$ cat config.mk
export PLATFORM = sky130hd
export DESIGN_NAME = asdo_cell
export DESIGN_NICKNAME = d
export VERILOG_FILES = /design/src/rtl/asdo_pkg.sv /design/src/rtl/asdo_cell.sv
export SDC_FILE = /design/constraint.sdc
export NUM_CORES = 1
export LEC_CHECK = 0
export BUFFER_PORTS_ARGS = -buffer_cell sky130_fd_sc_hd__buf_2
export CAP_MARGIN = 20
export CORE_ASPECT_RATIO = 1.1
export CORE_MARGIN = 5
export CORE_UTILIZATION = 47
export CTS_BUF_LIST = sky130_fd_sc_hd__clkbuf_4 sky130_fd_sc_hd__clkbuf_8
export CTS_CLUSTER_SIZE = 8
export DETAILED_ROUTE_END_ITERATION = 6
export GPL_TIMING_DRIVEN = 0
export PLACE_DENSITY = 0.66
export SETUP_SLACK_MARGIN = 0.02
export SYNTH_ARGS = -nofsm -noshare
export SYNTH_HDL_FRONTEND = slang
export SYNTH_SLANG_ARGS = --single-unit
$ cat constraint.sdc
create_clock -name i_clk -period 8.85 [get_ports i_clk]
set_input_delay 2.2125 -clock i_clk [delete_from_list [all_inputs] [get_ports i_clk]]
set_output_delay 2.2125 -clock i_clk [all_outputs]
set_load 0.03 [all_outputs]
$ cat src/rtl/asdo_pkg.sv
package asdo_pkg;

    // Fixed field widths
    localparam int VW  = 6;   // vertex index
    localparam int DW  = 6;   // degree count
    localparam int CW  = 7;   // vertex count register

    localparam logic [CW-1:0] VCOUNT_RESET = 7'd64;

    // Item operation codes
    typedef enum logic [1:0] {
        OP_ADD   = 2'd0,
        OP_ERASE = 2'd1,
        OP_QUERY = 2'd2,
        OP_ORDER = 2'd3
    } t_op;

    typedef struct packed {
        t_op           operation;
        logic [VW-1:0] first_vertex;
        logic [VW-1:0] second_vertex;
    } t_item;

    typedef struct packed {
        logic          edge_present;
        logic [VW-1:0] order_vertex;
        logic [DW-1:0] vertex_degree;
        logic          last;
    } t_result;

    // Sort key held by each cell
    typedef struct packed {
        logic          valid;
        logic [DW-1:0] deg;
        logic [VW-1:0] idx;
    } t_key;

    localparam t_key KEY_NONE = '{valid: 1'b0, deg: '0, idx: '0};

    // Commands broadcast to the cell row
    typedef enum logic [2:0] {
        CELL_NOP   = 3'd0,
        CELL_ADD   = 3'd1,
        CELL_ERASE = 3'd2,
        CELL_LOAD  = 3'd3,
        CELL_SORT  = 3'd4,
        CELL_SHIFT = 3'd5
    } t_cell_op;

    typedef struct packed {
        t_cell_op      op;
        logic [VW-1:0] va;
        logic [VW-1:0] vb;
        logic [CW-1:0] n_eff;
        logic          phase;
    } t_cell_cmd;

    // Descending degree, then ascending index; unused vertices sink to the end
    function automatic logic key_better(t_key x, t_key y);
        return (x.valid && !y.valid) ||
               (x.valid && y.valid &&
                ((x.deg > y.deg) || ((x.deg == y.deg) && (x.idx < y.idx))));
    endfunction

endpackage

$ cat src/rtl/asdo_cell.sv
module asdo_cell #(
    parameter int NV  = 64,
    parameter int IDX = 0
) (
    input  logic                i_clk,
    input  logic                i_rst_n,
    input  asdo_pkg::t_cell_cmd i_cmd,
    input  asdo_pkg::t_key      i_left_key,
    input  asdo_pkg::t_key      i_right_key,
    output asdo_pkg::t_key      o_key,
    output logic                o_hit
);

    localparam int  IW        = (NV > 2) ? $clog2(NV) : 1;
    localparam bit  PAR       = (IDX % 2) == 1;
    localparam bit  HAS_LEFT  = IDX > 0;
    localparam bit  HAS_RIGHT = IDX < NV - 1;

    logic [NV-1:0]           r_row, n_row;
    logic [asdo_pkg::DW-1:0] r_deg, n_deg;
    asdo_pkg::t_key          r_key, n_key;
    logic                    match_a, match_b, vb_ok;

    assign match_a = i_cmd.va == asdo_pkg::VW'(IDX);
    assign match_b = i_cmd.vb == asdo_pkg::VW'(IDX);
    assign vb_ok   = {1'b0, i_cmd.vb} < asdo_pkg::CW'(NV);

    // This row's bit for the edge under test
    assign o_hit = match_a && vb_ok && r_row[i_cmd.vb[IW-1:0]];
    assign o_key = r_key;

    // Row, degree and sort key update
    always_comb begin
        n_row = r_row;
        n_deg = r_deg;
        n_key = r_key;
        case (i_cmd.op)
            asdo_pkg::CELL_ADD: begin
                if (match_a) begin
                    n_row[i_cmd.vb[IW-1:0]] = 1'b1;
                    n_deg = r_deg + 1'b1;
                end
                if (match_b) begin
                    n_row[i_cmd.va[IW-1:0]] = 1'b1;
                    n_deg = r_deg + 1'b1;
                end
            end
            asdo_pkg::CELL_ERASE: begin
                if (match_a) begin
                    n_row[i_cmd.vb[IW-1:0]] = 1'b0;
                    n_deg = r_deg - 1'b1;
                end
                if (match_b) begin
                    n_row[i_cmd.va[IW-1:0]] = 1'b0;
                    n_deg = r_deg - 1'b1;
                end
            end
            asdo_pkg::CELL_LOAD: begin
                n_key.valid = asdo_pkg::CW'(IDX) < i_cmd.n_eff;
                n_key.deg   = r_deg;
                n_key.idx   = asdo_pkg::VW'(IDX);
            end
            asdo_pkg::CELL_SORT: begin
                // odd-even transposition: left of a pair keeps the better key
                if (HAS_RIGHT && (PAR == i_cmd.phase)) begin
                    n_key = asdo_pkg::key_better(r_key, i_right_key) ? r_key : i_right_key;
                end else if (HAS_LEFT && (PAR != i_cmd.phase)) begin
                    n_key = asdo_pkg::key_better(i_left_key, r_key) ? r_key : i_left_key;
                end
            end
            asdo_pkg::CELL_SHIFT: begin
                n_key = i_right_key;
            end
            default: begin
            end
        endcase
    end

    always_ff @(posedge i_clk) begin
        if (!i_rst_n) begin
            r_row <= '0;
            r_deg <= '0;
        end else begin
            r_row <= n_row;
            r_deg <= n_deg;
        end
        r_key <= n_key;
    end

endmodule

# Word-level counts from Yosys, hierarchy flattened
# Index checks and enable logic that the tools add are counted.
# word_totals
ff_bits	83
wordCells	67
output_inout_bits	14
in_bits	51
# op_classes
n_reduce_logical	16
n_bitwise	6
muxes	21
addsub	2
n_eq_ne	10
magnitude_cmp	7
# ops
cell	count
64-bit 2-to-1 mux	6
64-bit bitwise AND	2
64-bit inverter	2
64-bit OR	2
64-bit one-hot mux with 2 select lines	1
13-bit one-hot mux with 3 select lines	1
13-bit 2-to-1 mux	2
6-bit 2-to-1 mux	4
6-bit by 7-bit < comparator with 1-bit output, second input constant	2
1-bit demux with 6-bit select	2
6-bit by 1-bit greater-or-equal comparator with 1-bit output, second input constant	2
6-bit logical NOT	2
6-bit one-hot mux with 2 select lines	1
1-bit logical AND	7
1-bit by 7-bit < comparator with 1-bit output, first input constant	1
6-bit by 1-bit adder with 6-bit output, second input constant	1
1-bit binary-select mux with 6-bit select	1
3-bit by 2-bit == test with 1-bit output, second input constant	2
3-bit == test, second input constant	2
6-bit == test	1
6-bit greater-than comparator	1
6-bit < comparator	1
3-bit inequality test, second input constant	2
3-bit AND reduction	2
other kinds (8)	12

# Logic depth before layout (Yosys ltp)
# Gate-level depths: netlist of the first run.
# depth
word_depth	11
ltp_mapped	12

# Least setup slack after synthesis of the first run
# No wires, ideal clock.
# synth_timing
path_kind	input -> output
start	input i_cmd[9] (netlist bit)
end	output o_hit
t_arrival_ns	3.797
cell_stages	6
path_buffers	2
path_slack_ns	2.841
cell_sequence	buf_2 > buf_4 > mux2_2 > a221oi_1 > o221ai_1 > o31a_1
# synth_via
elab_chain_len	3
# synth_lines
element	line_no	text
start: declaration	asdo_cell.sv:7	input asdo_pkg::t_cell_cmd i_cmd,
1-bit binary-select mux with 6-bit select	asdo_cell.sv:29	assign o_hit = match_a && vb_ok && r_row[i_cmd.vb[IW-1:0]];
1-bit 2-to-1 mux (not written as such)	asdo_cell.sv:29	
1-bit logical AND	asdo_cell.sv:29	
end: declaration	asdo_cell.sv:11	output logic o_hit
# Every way passes these cells. The select of a mux whose other input is x is not followed.

# Worst setup path in the final report of the first run
# layout_timing
start	input i_cmd[10] (netlist bit)
end	output o_hit
# Same word-level chain as after synthesis.

==> results.md, run 1 <==
- TritonCTS clock tree: built
- Iteration-0 DRC count of the detailed router: 440
- Sequential cell area: 0.00179 mm^2
- Clock Sink Count: 83
- Count of antenna diodes in the layout: 0
- Total power density per cell area: 131 mW/mm^2
- Area occupied by multi-input gates: 0.00298 mm^2
- Max-Cap Viols: 0
- Mux cell area share after synthesis: 6.59%
- Top cells by count, synth: 73 x sky130_fd_sc_hd__nor2_1, 70 x sky130_fd_sc_hd__dfxtp_1, 68 x sky130_fd_sc_hd__nand2_1
- RSZ-0062 raised after global routing: false
- Net Count, Synth: 672
- Number of nets still failing antenna checks after routing: 0
- Via count of the first global-routing pass: 4,879
- Ratio of routed vias to standard cells: 6.27
- Number of standard-cell rows in the floorplan: 39
- DIE AREA: 0.0130 mm^2
- Largest area contributor in the synthesized netlist: sky130_fd_sc_hd__dfxtp_1
- Highest ir drop seen on vdd: 85.0 uV
- Transition time at the pin with the least slew margin: 0.804 ns
- Number of antenna violations at the first check in global routing: 0
- Maximum count of clock buffers along a single path: 2
- Compound-gate portion of the synthesized area: 25.4%
- Buffers on Ports: 45
- Gate count after technology mapping: 605
- Pin count of the biggest net entering global routing: 15
- Arrival time of data at the critical path endpoint: 4.57 ns
- Average cell area after synthesis: 8.38 um^2
- Final hold slack: 0.479 ns
- Layout Skew: 0.0112 ns
- Total detailed-routing wirelength: 16.5 mm
- Netlist area before placement: 0.00507 mm^2
- Count leader, synth: sky130_fd_sc_hd__nor2_1
- Post-CTS Setup Bufs: 0
- Count of boundary I/O pins: 65
- Final Core Density: 53.9%
- Core area: 0.0105 mm^2
- Wirelength per Cell: 20.4 um
- Iteration count of the initial detailed-routing pass: 5
- Yosys warning count: 0
- Worst Path Max Fanout: 10
- DRC: 0
- Area Growth Syn to Fin: 11.6%
- Total leakage power: 1.91 nW
- Nature of the critical path endpoint: output port
- Detailed placement HPWL: 11.9 mm
- Sum of negative setup slack: 0 ns
- Number of vias after detailed routing: 5,073
- Worst Path Required: 6.64 ns
- Weighted congestion reported at the end of routability-driven placement: 0.985
- Total count of max-transition violations in the final report: 0
- Sequential cell area fraction in the yosys report: 35.3%
- Largest family of logic cells by synthesized area: compound AO/OA/AOI/OAI gates
- Final critical delay including setup and external delays: 6.78 ns
- Starting density of the core: 48.3%
- Final-stage net count: 729
- Die height: 119 um
- Kind of launch point of the worst setup path: input pin
- Worst min-delay path category: reg -> reg
- Fillers: 998
- Final hold violation count: 0
- Basic-gate share of the synthesized area counting and, or, nand and nor cells: 21.9%
- Ys async rst share: 0%
- Xor and xnor area share after synthesis: 0.864%
- Top cells by area in the synthesized netlist: sky130_fd_sc_hd__dfxtp_1 28%, sky130_fd_sc_hd__a22oi_1 7.7%, sky130_fd_sc_hd__edfxtp_1 7.7%, sky130_fd_sc_hd__o22ai_1 5.9%, sky130_fd_sc_hd__nor2_1 5.4%
- Number of distinct standard cells referenced by the synthesized netlist: 55
- Run status: completed
- Number of hold-repair buffers added at the cts stage: 0
- Worst slew margin relative to its limit: 46.4%
- Total congestion overflow: 0
- Root buffer cell: sky130_fd_sc_hd__clkbuf_8
- Cells resized by post-CTS repair: 0
- Synth top area share: 27.6%
- Arithmetic-cell share of the synthesized area counting full adders, half adders and majority gates: 4.10%
- Total routing resource utilization after global routing: 25.6%
- Count of final setup violators: 0
- Startpoint-to-endpoint class of the critical path: in -> out
- Share of cells above drive strength 1: 16.8%
- Synthesized flop and latch total: 83
- Clock latency at the later pin of the worst-skew pair: 0.36 ns
- Count of flip-flops with a built-in enable after synthesis: 13
- Placed Instance Area: 0.00548 mm^2
- TritonCTS buffer count: 9
- Worst-path clk slew: 0.07 ns
- Finished Cell Area: 0.00566 mm^2
- Prevailing post-synth register cell: sky130_fd_sc_hd__dfxtp_1
- Global-route wire length before repair: 25.8 mm
- Die outline width: 109 um
- Total number of H-tree levels: 3
- Max frequency: 147 MHz
- Final period util: 76.6%
## cell type report
type | instances | area share (%)
Multi-Input combinational cell | 455 | 52.7
Sequential cell | 83 | 31.7
Timing Repair Buffer | 46 | 4.18
Buffer | 51 | 4.16
Tap cell | 143 | 3.16
Clock buffer | 12 | 2.81
Inverter | 16 | 1.06
Clock inverter | 3 | 0.265
## worst paths after layout
check,slack (ns),from,cells past startpoint,to
worst min-delay path,0.48,r_row[0],2,r_row[0]
worst max-delay path,2.07,i_cmd[10],8,o_hit
worst max register to register,6.36,o_key[7],8,o_key[12]
worst min register to register,0.48,r_row[0],2,r_row[0]
## cells in the final DEF (no fill, tap or decap), types with 5 or more instances in the layout
cell and count:
sky130_fd_sc_hd__nand4_1 8, sky130_fd_sc_hd__mux4_2 12, sky130_fd_sc_hd__nor3b_1 6, sky130_fd_sc_hd__a21oi_1 32, sky130_fd_sc_hd__nand2b_1 11, sky130_fd_sc_hd__ha_1 15, sky130_fd_sc_hd__buf_2 58, sky130_fd_sc_hd__inv_1 16
sky130_fd_sc_hd__nor2_1 73, sky130_fd_sc_hd__nand3b_1 11, sky130_fd_sc_hd__clkbuf_1 30, sky130_fd_sc_hd__o22ai_2 5, sky130_fd_sc_hd__a22oi_1 52, sky130_fd_sc_hd__a211oi_1 7, sky130_fd_sc_hd__nand2_1 68, sky130_fd_sc_hd__dfxtp_1 70
sky130_fd_sc_hd__nand3_1 17, sky130_fd_sc_hd__edfxtp_1 13, sky130_fd_sc_hd__o22a_1 5, sky130_fd_sc_hd__o21ai_0 17, sky130_fd_sc_hd__or3_1 7, sky130_fd_sc_hd__o22ai_1 48, sky130_fd_sc_hd__clkbuf_8 11
## sequential cells by signal, indices dropped and copies added, names as in the netlist
register / count
o_key: 13
r_row: 64
r_deg: 6
## through the flow
stage	total power, mW	worst slack, ns	cells
2_1_floorplan	0.463	2.84	605
3_3_place_gp	0.496	2.15	793
6_report	0.744	2.07	809
4_1_cts	0.745	2.13	809
3_5_place_dp	0.499	2.14	794
5_1_grt	0.776	2.01	809
## layer usage
layer / up-vias / GRT usage, % / share of wire, %
met4: 0 / 12.5 / 4.3
li1: 2365 / - / -
met5: - / 0 / 0
met1: 2390 / 35.6 / 43
met3: 57 / 4.76 / 9.0
met2: 261 / 37.9 / 43
## cell families (layout without fill, tap and decap cells)
| logic type | Yosys count | in the layout |
|---|---|---|
| AND/OR/NAND/NOR | 228 | 228 |
| adder cells (fa/ha/maj) | 16 | 16 |
| flip-flops | 83 | 83 |
| AO/OA/AOI/OAI | 188 | 188 |
| buffers and inverters | 67 | 128 |
| XOR/XNOR | 5 | 5 |
| multiplexers | 18 | 18 |
## report_power, final
| group | total (mW) | internal (mW) | switching (mW) |
|---|---|---|---|
| Sequential | 0.389 | 0.387 | 0.00198 |
| Clock | 0.251 | 0.118 | 0.134 |
| Combinational | 0.103 | 0.0323 | 0.0709 |
## worst max-delay path: stages
cell                      delay (ns)
sky130_fd_sc_hd__buf_2          0.10
sky130_fd_sc_hd__buf_2          0.28
sky130_fd_sc_hd__buf_1          0.65
sky130_fd_sc_hd__mux4_2         0.43
sky130_fd_sc_hd__a21oi_1        0.25
sky130_fd_sc_hd__a22oi_1        0.10
sky130_fd_sc_hd__o31a_1         0.35
sky130_fd_sc_hd__buf_2          0.19
Power figures use the tool's default switching activity.
==> run 2: changes to the inputs <==
--- a/config.mk
+++ b/config.mk
@@ -5,6 +5,7 @@
 export SDC_FILE = /design/constraint.sdc
 export NUM_CORES = 1
 export LEC_CHECK = 0
+export ABC_AREA = 1
 export BUFFER_PORTS_ARGS = -buffer_cell sky130_fd_sc_hd__buf_2
 export CAP_MARGIN = 20
 export CORE_ASPECT_RATIO = 1.1
==> constraint.sdc (replaced) <==
create_clock -name i_clk -period 7.1 [get_ports i_clk]
set_input_delay 1.775 -clock i_clk [delete_from_list [all_inputs] [get_ports i_clk]]
set_output_delay 1.775 -clock i_clk [all_outputs]
set_load 0.03 [all_outputs]
==> run 2 against run 1 <==
  * Clock skew is 0.00094 ns higher
  * Cell area up 4.1%
  * Via count increased by 18%
  * Sequential power rose by 24%
  * Non-clock buffer count down 16
  * Die area up 3.7%
  * Count of clock-buffer cells in the layout shrank 2
==> results.md, run 2 <==
- Run status: completed (unchanged)
- Count of final setup violators: 0 (unchanged)
- Ys async rst share: 0% (unchanged)
- Synthesized flop and latch total: 83 (unchanged)
- Clock latency at the later pin of the worst-skew pair: 0.36 ns (about the same)
- RSZ-0062 raised after global routing: false (unchanged)
- Cell-internal power: 0.678 mW (was 0.537 mW)
- Global-route wire length before repair: 28.1 mm (was 25.8 mm)
- Seq pwr share: 51.1% (was 52.3%)
- Die height: 121 um (was 119 um)
- Endpoint of the most critical register-to-register path: o_key[10] (was o_key[12])
- Worst-path clk slew: 0.08 ns (was 0.07 ns)
- Clock Sink Count: 83 (unchanged)
- Net Count, Synth: 901 (was 672)
- Number of distinct standard cells referenced by the synthesized netlist: 38 (was 55)
- Wirelength per Cell: 17.3 um (was 20.4 um)
- Startpoint of the worst hold path: r_row[20] (was r_row[0])
- Number of nets still failing antenna checks after routing: 0 (unchanged)
- Count of boundary I/O pins: 65 (unchanged)
- Iteration-0 DRC count of the detailed router: 456 (was 440)
- Synth top area share: 26.6% (was 27.6%)
- Final-stage net count: 961 (was 729)
- Prevailing post-synth register cell: sky130_fd_sc_hd__dfxtp_1 (unchanged)
- Average cell area after synthesis: 6.32 um^2 (was 8.38 um^2)
- Instance count after placement with tap cells included: 1,030 (was 794)
- Total number of H-tree levels: 3 (unchanged)
- DRC: 0 (unchanged)
- Final period util: 77.6%
- Top cells by area in the synthesized netlist: sky130_fd_sc_hd__dfxtp_1 27%, sky130_fd_sc_hd__nand2_1 24%, sky130_fd_sc_hd__edfxtp_1 7.4%, sky130_fd_sc_hd__a21oi_1 7.3%, sky130_fd_sc_hd__o22ai_1 5.8% (was sky130_fd_sc_hd__dfxtp_1 28%, sky130_fd_sc_hd__a22oi_1 7.7%, sky130_fd_sc_hd__edfxtp_1 7.7%, sky130_fd_sc_hd__o22ai_1 5.9%, sky130_fd_sc_hd__nor2_1 5.4%)
- Nature of the critical path endpoint: output port (unchanged)
- Count leader, synth: sky130_fd_sc_hd__nand2_1 (was sky130_fd_sc_hd__nor2_1)
- Pin count of the biggest net entering global routing: 15 (unchanged)
- Via count of the first global-routing pass: 5,492 (was 4,879)
- Kind of launch point of the worst setup path: input pin (unchanged)
- R2R Setup Slk: 4.88 ns (was 6.36 ns)
- Total congestion overflow: 0 (unchanged)
- Worst Path Max Fanout: 8 (was 10)
- Worst Reg-to-Reg Cells: 8 (unchanged)
- Largest reg by FF count: r_row (unchanged)
- Worst min-delay path category: reg -> reg (unchanged)
- Startpoint-to-endpoint class of the critical path: in -> out (unchanged)
- Iteration count of the initial detailed-routing pass: 6 (was 5)
- Max-Cap Viols: 0 (unchanged)
- Worst path cell trace: buf_6 > inv_1 > nor2_1 > o211ai_1 > nand2_1 > o21ai_0 > nand2_1 > nor2_1 > a21oi_1 > buf_2 (was buf_2 > buf_2 > buf_1 > mux4_2 > a21oi_1 > a22oi_1 > o31a_1 > buf_2)
- Total count of max-transition violations in the final report: 0 (unchanged)
- Number of antenna violations at the first check in global routing: 0 (unchanged)
- Transition time at the pin with the least slew margin: 0.909 ns (was 0.804 ns)
- Top cells by count, synth: 340 x sky130_fd_sc_hd__nand2_1, 77 x sky130_fd_sc_hd__a21oi_1, 70 x sky130_fd_sc_hd__dfxtp_1 (was 73 x sky130_fd_sc_hd__nor2_1, 70 x sky130_fd_sc_hd__dfxtp_1, 68 x sky130_fd_sc_hd__nand2_1)
- Library cell contributing the largest single delay on the critical path: sky130_fd_sc_hd__nor2_1 (was sky130_fd_sc_hd__buf_1)
- Share of cells above drive strength 1: 10.7% (was 16.8%)
- Core area: 0.0110 mm^2 (was 0.0105 mm^2)
- Largest area contributor in the synthesized netlist: sky130_fd_sc_hd__dfxtp_1 (unchanged)
- Count of antenna diodes in the layout: 0 (unchanged)
- Ratio of routed vias to standard cells: 5.71 (was 6.27)
- Final Core Density: 53.7% (was 53.9%)
- Switching share of power: 28.4% (was 27.8%)
- Area Growth Syn to Fin: 11.7% (was 11.6%)
- Placed Instance Area: 0.00570 mm^2 (was 0.00548 mm^2)
- Number of hold-repair buffers added at the cts stage: 0 (unchanged)
- Die outline width: 111 um (was 109 um)
- Root buffer cell: sky130_fd_sc_hd__clkbuf_8 (unchanged)
- Slowest Stage Delay on Critical Path: 0.67 ns (was 0.65 ns)
- Family of cells with the greatest summed delay on the critical path: simple AND/OR/NAND/NOR gates (was buffers and inverters)
- Number of standard-cell rows in the floorplan: 40 (was 39)
- Netlist area before placement: 0.00527 mm^2 (was 0.00507 mm^2)
- Layout Skew: 0.0122 ns (was 0.0112 ns)
- Leading cell type in the layout, fill and taps excluded: sky130_fd_sc_hd__nand2_1 (was sky130_fd_sc_hd__nor2_1)
- Highest ir drop seen on vdd: 84.0 uV (was 85.0 uV)
- Weighted congestion reported at the end of routability-driven placement: 0.988 (was 0.985)
- Detailed placement HPWL: 13.5 mm (was 11.9 mm)
- Commonest cells after routing, fill and taps aside: 340 x sky130_fd_sc_hd__nand2_1, 77 x sky130_fd_sc_hd__a21oi_1, 70 x sky130_fd_sc_hd__dfxtp_1, 64 x sky130_fd_sc_hd__inv_1, 52 x sky130_fd_sc_hd__buf_2 (was 73 x sky130_fd_sc_hd__nor2_1, 70 x sky130_fd_sc_hd__dfxtp_1, 68 x sky130_fd_sc_hd__nand2_1, 58 x sky130_fd_sc_hd__buf_2, 52 x sky130_fd_sc_hd__a22oi_1)
- Number of vias after detailed routing: 5,965 (was 5,073)
- Yosys warning count: 0 (unchanged)
- Final non-filler cell total: 1,045 (was 809)
- First element of the critical path: i_cmd[10] (unchanged)
- Total power density per cell area: 161 mW/mm^2 (was 131 mW/mm^2)
- DIE AREA: 0.0134 mm^2 (was 0.0130 mm^2)
- Critical path buffer and inverter count: 3 (was 4)
- Post-CTS Setup Bufs: 0 (unchanged)
- Pre-CTS setup slack: 1.62 ns (was 2.14 ns)
- Switching power of the nets: 0.269 mW (was 0.207 mW)
- Flip-flop count of the largest register, all copies and words added: 64 (unchanged)
- Finished Cell Area: 0.00589 mm^2 (was 0.00566 mm^2)
- Sequential cell area fraction in the yosys report: 34.0% (was 35.3%)
- Number of gates on the worst path with buffers counted: 10 (was 8)
- Worst setup path endpoint: o_hit (unchanged)
- Total routing resource utilization after global routing: 26.5% (was 25.6%)
- Crit path setup slack, layout: 1.59 ns (was 2.07 ns)
- Starting density of the core: 48.1% (was 48.3%)
- Gate count after technology mapping: 834 (was 605)
- Critical R2R Launch: o_key[7] (unchanged)
- Share of power burned in combinational logic: 13.4% (was 13.9%)
- TritonCTS clock tree: built (unchanged)
- Final critical delay including setup and external delays: 5.51 ns
- Max frequency: 181 MHz
- Count of flip-flops with a built-in enable after synthesis: 13 (unchanged)
- Clk network pwr share: 35.6% (was 33.8%)
- Worst slew margin relative to its limit: 39.4% (was 46.4%)
- Final hold violation count: 0 (unchanged)
- Sum of negative setup slack: 0 ns (unchanged)
- TritonCTS buffer count: 9 (unchanged)
- Worst Path Required: 5.33 ns (was 6.64 ns)
- Maximum count of clock buffers along a single path: 2 (unchanged)
- Buffers on Ports: 49 (was 45)
- Total leakage power: 2.34 nW (was 1.91 nW)
- Cells resized by post-CTS repair: 0 (unchanged)
- Arrival time of data at the critical path endpoint: 3.74 ns (was 4.57 ns)
- Total detailed-routing wirelength: 18.1 mm (was 16.5 mm)
run 2: how the worst min path moves through the flow:
stage,end,slack [ns],cells after the start
3_3_place_gp,r_row[40],0.44,2
3_5_place_dp,r_row[34],0.45,2
4_1_cts,r_row[22],0.46,2
5_1_grt,r_row[22],0.48,2
6_report,r_row[20],0.46,2
2_1_floorplan,r_row[36],0.43,2
run 2: power by group through the flow:
stage / clock [mW] / combinational, mW / sequential, mW
4_1_cts: 0.348 / 0.126 / 0.484
3_5_place_dp: 0 / 0.125 / 0.495
5_1_grt: 0.371 / 0.138 / 0.484
6_report: 0.337 / 0.127 / 0.484
2_1_floorplan: 0 / 0.0685 / 0.502
3_3_place_gp: 0 / 0.123 / 0.494
run 2: cell families after synthesis:
logic type / synth area share [%]
AND/OR/NAND/NOR: 35.5
flip-flops: 34.0
AO/OA/AOI/OAI: 18.1
buffers and inverters: 7.83
adder cells (fa/ha/maj): 3.94
XOR/XNOR: 0.665
run 2: worst min-delay path: stages, from the launching register on:
cell                      delay (ns)
sky130_fd_sc_hd__dfxtp_1        0.31
sky130_fd_sc_hd__nand2_1        0.06
sky130_fd_sc_hd__a21oi_1        0.05
run 2: area by class of cell:
type	instances	area, um^2
multi-input cells	649	3070
clock inverters	5	55.1
inverters	70	263
fillers	1152	5070
repair buffers	49	245
well taps	147	184
clock buffers	10	131
flip-flops and latches	83	1790
plain buffers	32	150
run 2: through the flow:
stage	power, mW	hold WS (ns)
2_1_floorplan	0.570	0.434
3_3_place_gp	0.618	0.444
3_5_place_dp	0.620	0.450
4_1_cts	0.958	0.464
5_1_grt	0.993	0.478
6_report	0.947	0.463
run 2: metal layers:
layer  track usage, %  vias to the layer above  share of wire (%)
met1             32.1                     2762                 40
met3             5.19                       42                8.1
met5                0                        -                  0
met2             45.9                      287                 48
met4             11.2                        0                3.4
li1                 -                     2874                  -
==> run 3: changes to the inputs <==
--- a/config.mk
+++ b/config.mk
@@ -15,7 +15,7 @@
 export CTS_CLUSTER_SIZE = 8
 export DETAILED_ROUTE_END_ITERATION = 6
 export GPL_TIMING_DRIVEN = 0
-export PLACE_DENSITY = 0.66
+export PLACE_DENSITY = 0.68
 export SETUP_SLACK_MARGIN = 0.02
 export SYNTH_ARGS = -nofsm -noshare
 export SYNTH_HDL_FRONTEND = slang
==> constraint.sdc (replaced) <==
create_clock -name i_clk -period 4.8 [get_ports i_clk]
set_input_delay 1.2 -clock i_clk [delete_from_list [all_inputs] [get_ports i_clk]]
set_output_delay 1.2 -clock i_clk [all_outputs]
set_load 0.03 [all_outputs]
==> run 3 against run 2 <==
  * Non-clock buffer count stayed put
  * Clock power is 60% higher
  * Largest cell class unchanged
  * Sequential power is 48% higher
  * Critical endpoint unchanged
  * Critical path depth stayed put
  * Worst setup slack worse by 1.2 ns
  * Sequential share of layout area is 0.077 points lower
  * Sequential cell count stayed put
  * Cell area is 0.25% higher
==> results.md, run 3 (synthesis gave the netlist of run 2 again) <==
- DRC: 0 (unchanged)
- Worst-path clk slew: 0.08 ns (about the same)
- Layout Skew: 0.0110 ns (was 0.0122 ns)
- Cells resized by post-CTS repair: 0 (unchanged)
- Die height: 121 um (unchanged)
- Fillers: 1,141 (was 1,152)
- Slowest Stage Delay on Critical Path: 0.67 ns (about the same)
- Max frequency: 225 MHz
- Post-CTS Setup Bufs: 0 (unchanged)
- Starting density of the core: 48.1% (unchanged)
- Total detailed-routing wirelength: 18.2 mm (was 18.1 mm)
- Via count of the first global-routing pass: 5,564 (was 5,492)
- Buffers on Ports: 49 (unchanged)
- Number of nets still failing antenna checks after routing: 0 (unchanged)
- Weighted congestion reported at the end of routability-driven placement: 1.04 (was 0.988)
- Area Growth Syn to Fin: 12.0% (was 11.7%)
- Total routing resource utilization after global routing: 26.8% (was 26.5%)
- Highest ir drop seen on vdd: 122 uV (was 84.0 uV)
- DIE AREA: 0.0134 mm^2 (unchanged)
- Total leakage power: 2.34 nW (about the same)
- Sum of negative setup slack: 0 ns (unchanged)
- Crit path setup slack, layout: 0.357 ns (was 1.59 ns)
- Leading cell type in the layout, fill and taps excluded: sky130_fd_sc_hd__nand2_1 (unchanged)
- Area occupied by multi-input gates: 0.00307 mm^2 (unchanged)
- TritonCTS clock tree: built (unchanged)
- Worst min-delay path category: reg -> reg (unchanged)
- Share of cells above drive strength 1: 10.8% (was 10.7%)
- Ratio of routed vias to standard cells: 5.68 (was 5.71)
- Arrival time of data at the critical path endpoint: 3.24 ns (was 3.74 ns)
- Number of standard-cell rows in the floorplan: 40 (unchanged)
- Number of vias after detailed routing: 5,939 (was 5,965)
- Met2 wire length: 8.52 mm (was 8.70 mm)
- RSZ-0062 raised after global routing: false (unchanged)
- Flip-flop count of the largest register, all copies and words added: 64 (unchanged)
- Count of antenna diodes in the layout: 0 (unchanged)
- Global-route wire length before repair: 28.6 mm (was 28.1 mm)
- Commonest cells after routing, fill and taps aside: 340 x sky130_fd_sc_hd__nand2_1, 77 x sky130_fd_sc_hd__a21oi_1, 70 x sky130_fd_sc_hd__dfxtp_1, 64 x sky130_fd_sc_hd__inv_1, 52 x sky130_fd_sc_hd__buf_2 (unchanged)
- Number of hold-repair buffers added at the cts stage: 0 (unchanged)
- Final critical delay including setup and external delays: 4.44 ns
- Iteration-0 DRC count of the detailed router: 615 (was 456)
- Wirelength per Cell: 17.4 um (was 17.3 um)
- Sequential cell area: 0.00179 mm^2 (unchanged)
- Worst Path Max Fanout: 8 (unchanged)
- Max-Cap Viols: 0 (unchanged)
- Detailed placement HPWL: 13.5 mm (about the same)
- Iteration count of the initial detailed-routing pass: 6 (unchanged)
- Transition time at the pin with the least slew margin: 0.843 ns (was 0.909 ns)
- Largest reg by FF count: r_row (unchanged)
- Clock Sink Count: 83 (unchanged)
- Maximum count of clock buffers along a single path: 2 (unchanged)
- Total number of H-tree levels: 3 (unchanged)
- Run status: completed (unchanged)
- Worst path cell trace: buf_6 > inv_1 > nor2_1 > o211ai_1 > nand2_1 > o21ai_0 > nand2_1 > nor2_1 > a21oi_1 > buf_2 (unchanged)
- Pin count of the biggest net entering global routing: 15 (unchanged)
- Total count of max-transition violations in the final report: 0 (unchanged)
- Library cell contributing the largest single delay on the critical path: sky130_fd_sc_hd__nor2_1 (unchanged)
- Worst Path Required: 3.60 ns (was 5.33 ns)
- Number of antenna violations at the first check in global routing: 0 (unchanged)
- Pre-CTS setup slack: 0.413 ns (was 1.62 ns)
- Count of boundary I/O pins: 65 (unchanged)
- Core area: 0.0110 mm^2 (unchanged)
- Die outline width: 111 um (unchanged)
- Total power density per cell area: 244 mW/mm^2 (was 161 mW/mm^2)
- Final hold violation count: 0 (unchanged)
- Kind of launch point of the worst setup path: input pin (unchanged)
- Root buffer cell: sky130_fd_sc_hd__clkbuf_8 (unchanged)
- Clock latency at the later pin of the worst-skew pair: 0.38 ns (was 0.36 ns)
- Worst slew margin relative to its limit: 43.6% (was 39.4%)
- Count of final setup violators: 0 (unchanged)
- Total congestion overflow: 0 (unchanged)
- Met1 wire length: 7.56 mm (was 7.28 mm)
- Met3 wire len: 1.36 mm (was 1.46 mm)
- Top Metal Used: met4 (unchanged)
- Final period util: 92.6%
- Startpoint-to-endpoint class of the critical path: in -> out (unchanged)
- TritonCTS buffer count: 9 (unchanged)
- Final-stage net count: 961 (unchanged)
- Nature of the critical path endpoint: output port (unchanged)
-- run 3: cell types whose count changed in the layout (fill, tap and decap cells not counted), sizes merged --
cell,previous run,this run
clkbuf,27,28
clkinv,3,2
inv,69,70
-- run 3: metrics by stage --
step	instance area (um^2)	std cells	total power [mW]	hold WS, ns	util, %
final	5900	1046	1.44	0.460	53.9
after global placement	5700	1030	0.910	0.445	52.0
after floorplan	5270	834	0.844	0.434	-
after global routing	5900	1046	1.50	0.476	53.9
after CTS	5900	1046	1.44	0.464	53.9
after detailed placement	5700	1030	0.914	0.451	52.0
-- run 3: final cells by class --
type                       count  area share [%]
multi-input combinational    649            52.0
buffer                        32            2.54
clock inverter                 5            1.06
timing repair buffer          49            4.15
sequential                    83            30.4
clock buffer                  11            2.35
inverter                      70            4.45
tap                          147            3.12
-- run 3: worst max-delay path, delay by kind of cell --
family / cells / cell delay [ns]
buffers and inverters: 3 / 0.52
AND/OR/NAND/NOR: 4 / 1.00
AO/OA/AOI/OAI: 3 / 0.51
-- run 3: where the power goes --
| part | total (mW) | switching (mW) | internal, mW | leakage (nW) |
|---|---|---|---|---|
| clock | 0.539 | 0.284 | 0.255 | 0.0970 |
| combinational | 0.185 | 0.136 | 0.0489 | 1.56 |
| sequential | 0.716 | 0.00316 | 0.712 | 0.690 |
| total | 1.44 | 0.424 | 1.02 | 2.34 |
-- run 3: final timing paths --
| kind | startpoint | end | slack [ns] | cells past startpoint |
|---|---|---|---|---|
| worst max-delay path | i_cmd[10] | o_hit | 0.36 | 10 |
| worst min-delay path | r_row[40] | r_row[40] | 0.46 | 2 |
| worst max register to register | o_key[7] | o_key[5] | 2.59 | 8 |
| worst min register to register | r_row[40] | r_row[40] | 0.46 | 2 |
-- run 3: per-layer routing --
layer	vias up	global-route usage, %
li1	2864	-
met1	2726	32.9
met2	296	45.8
met3	53	3.84
met4	0	13.9
met5	-	0
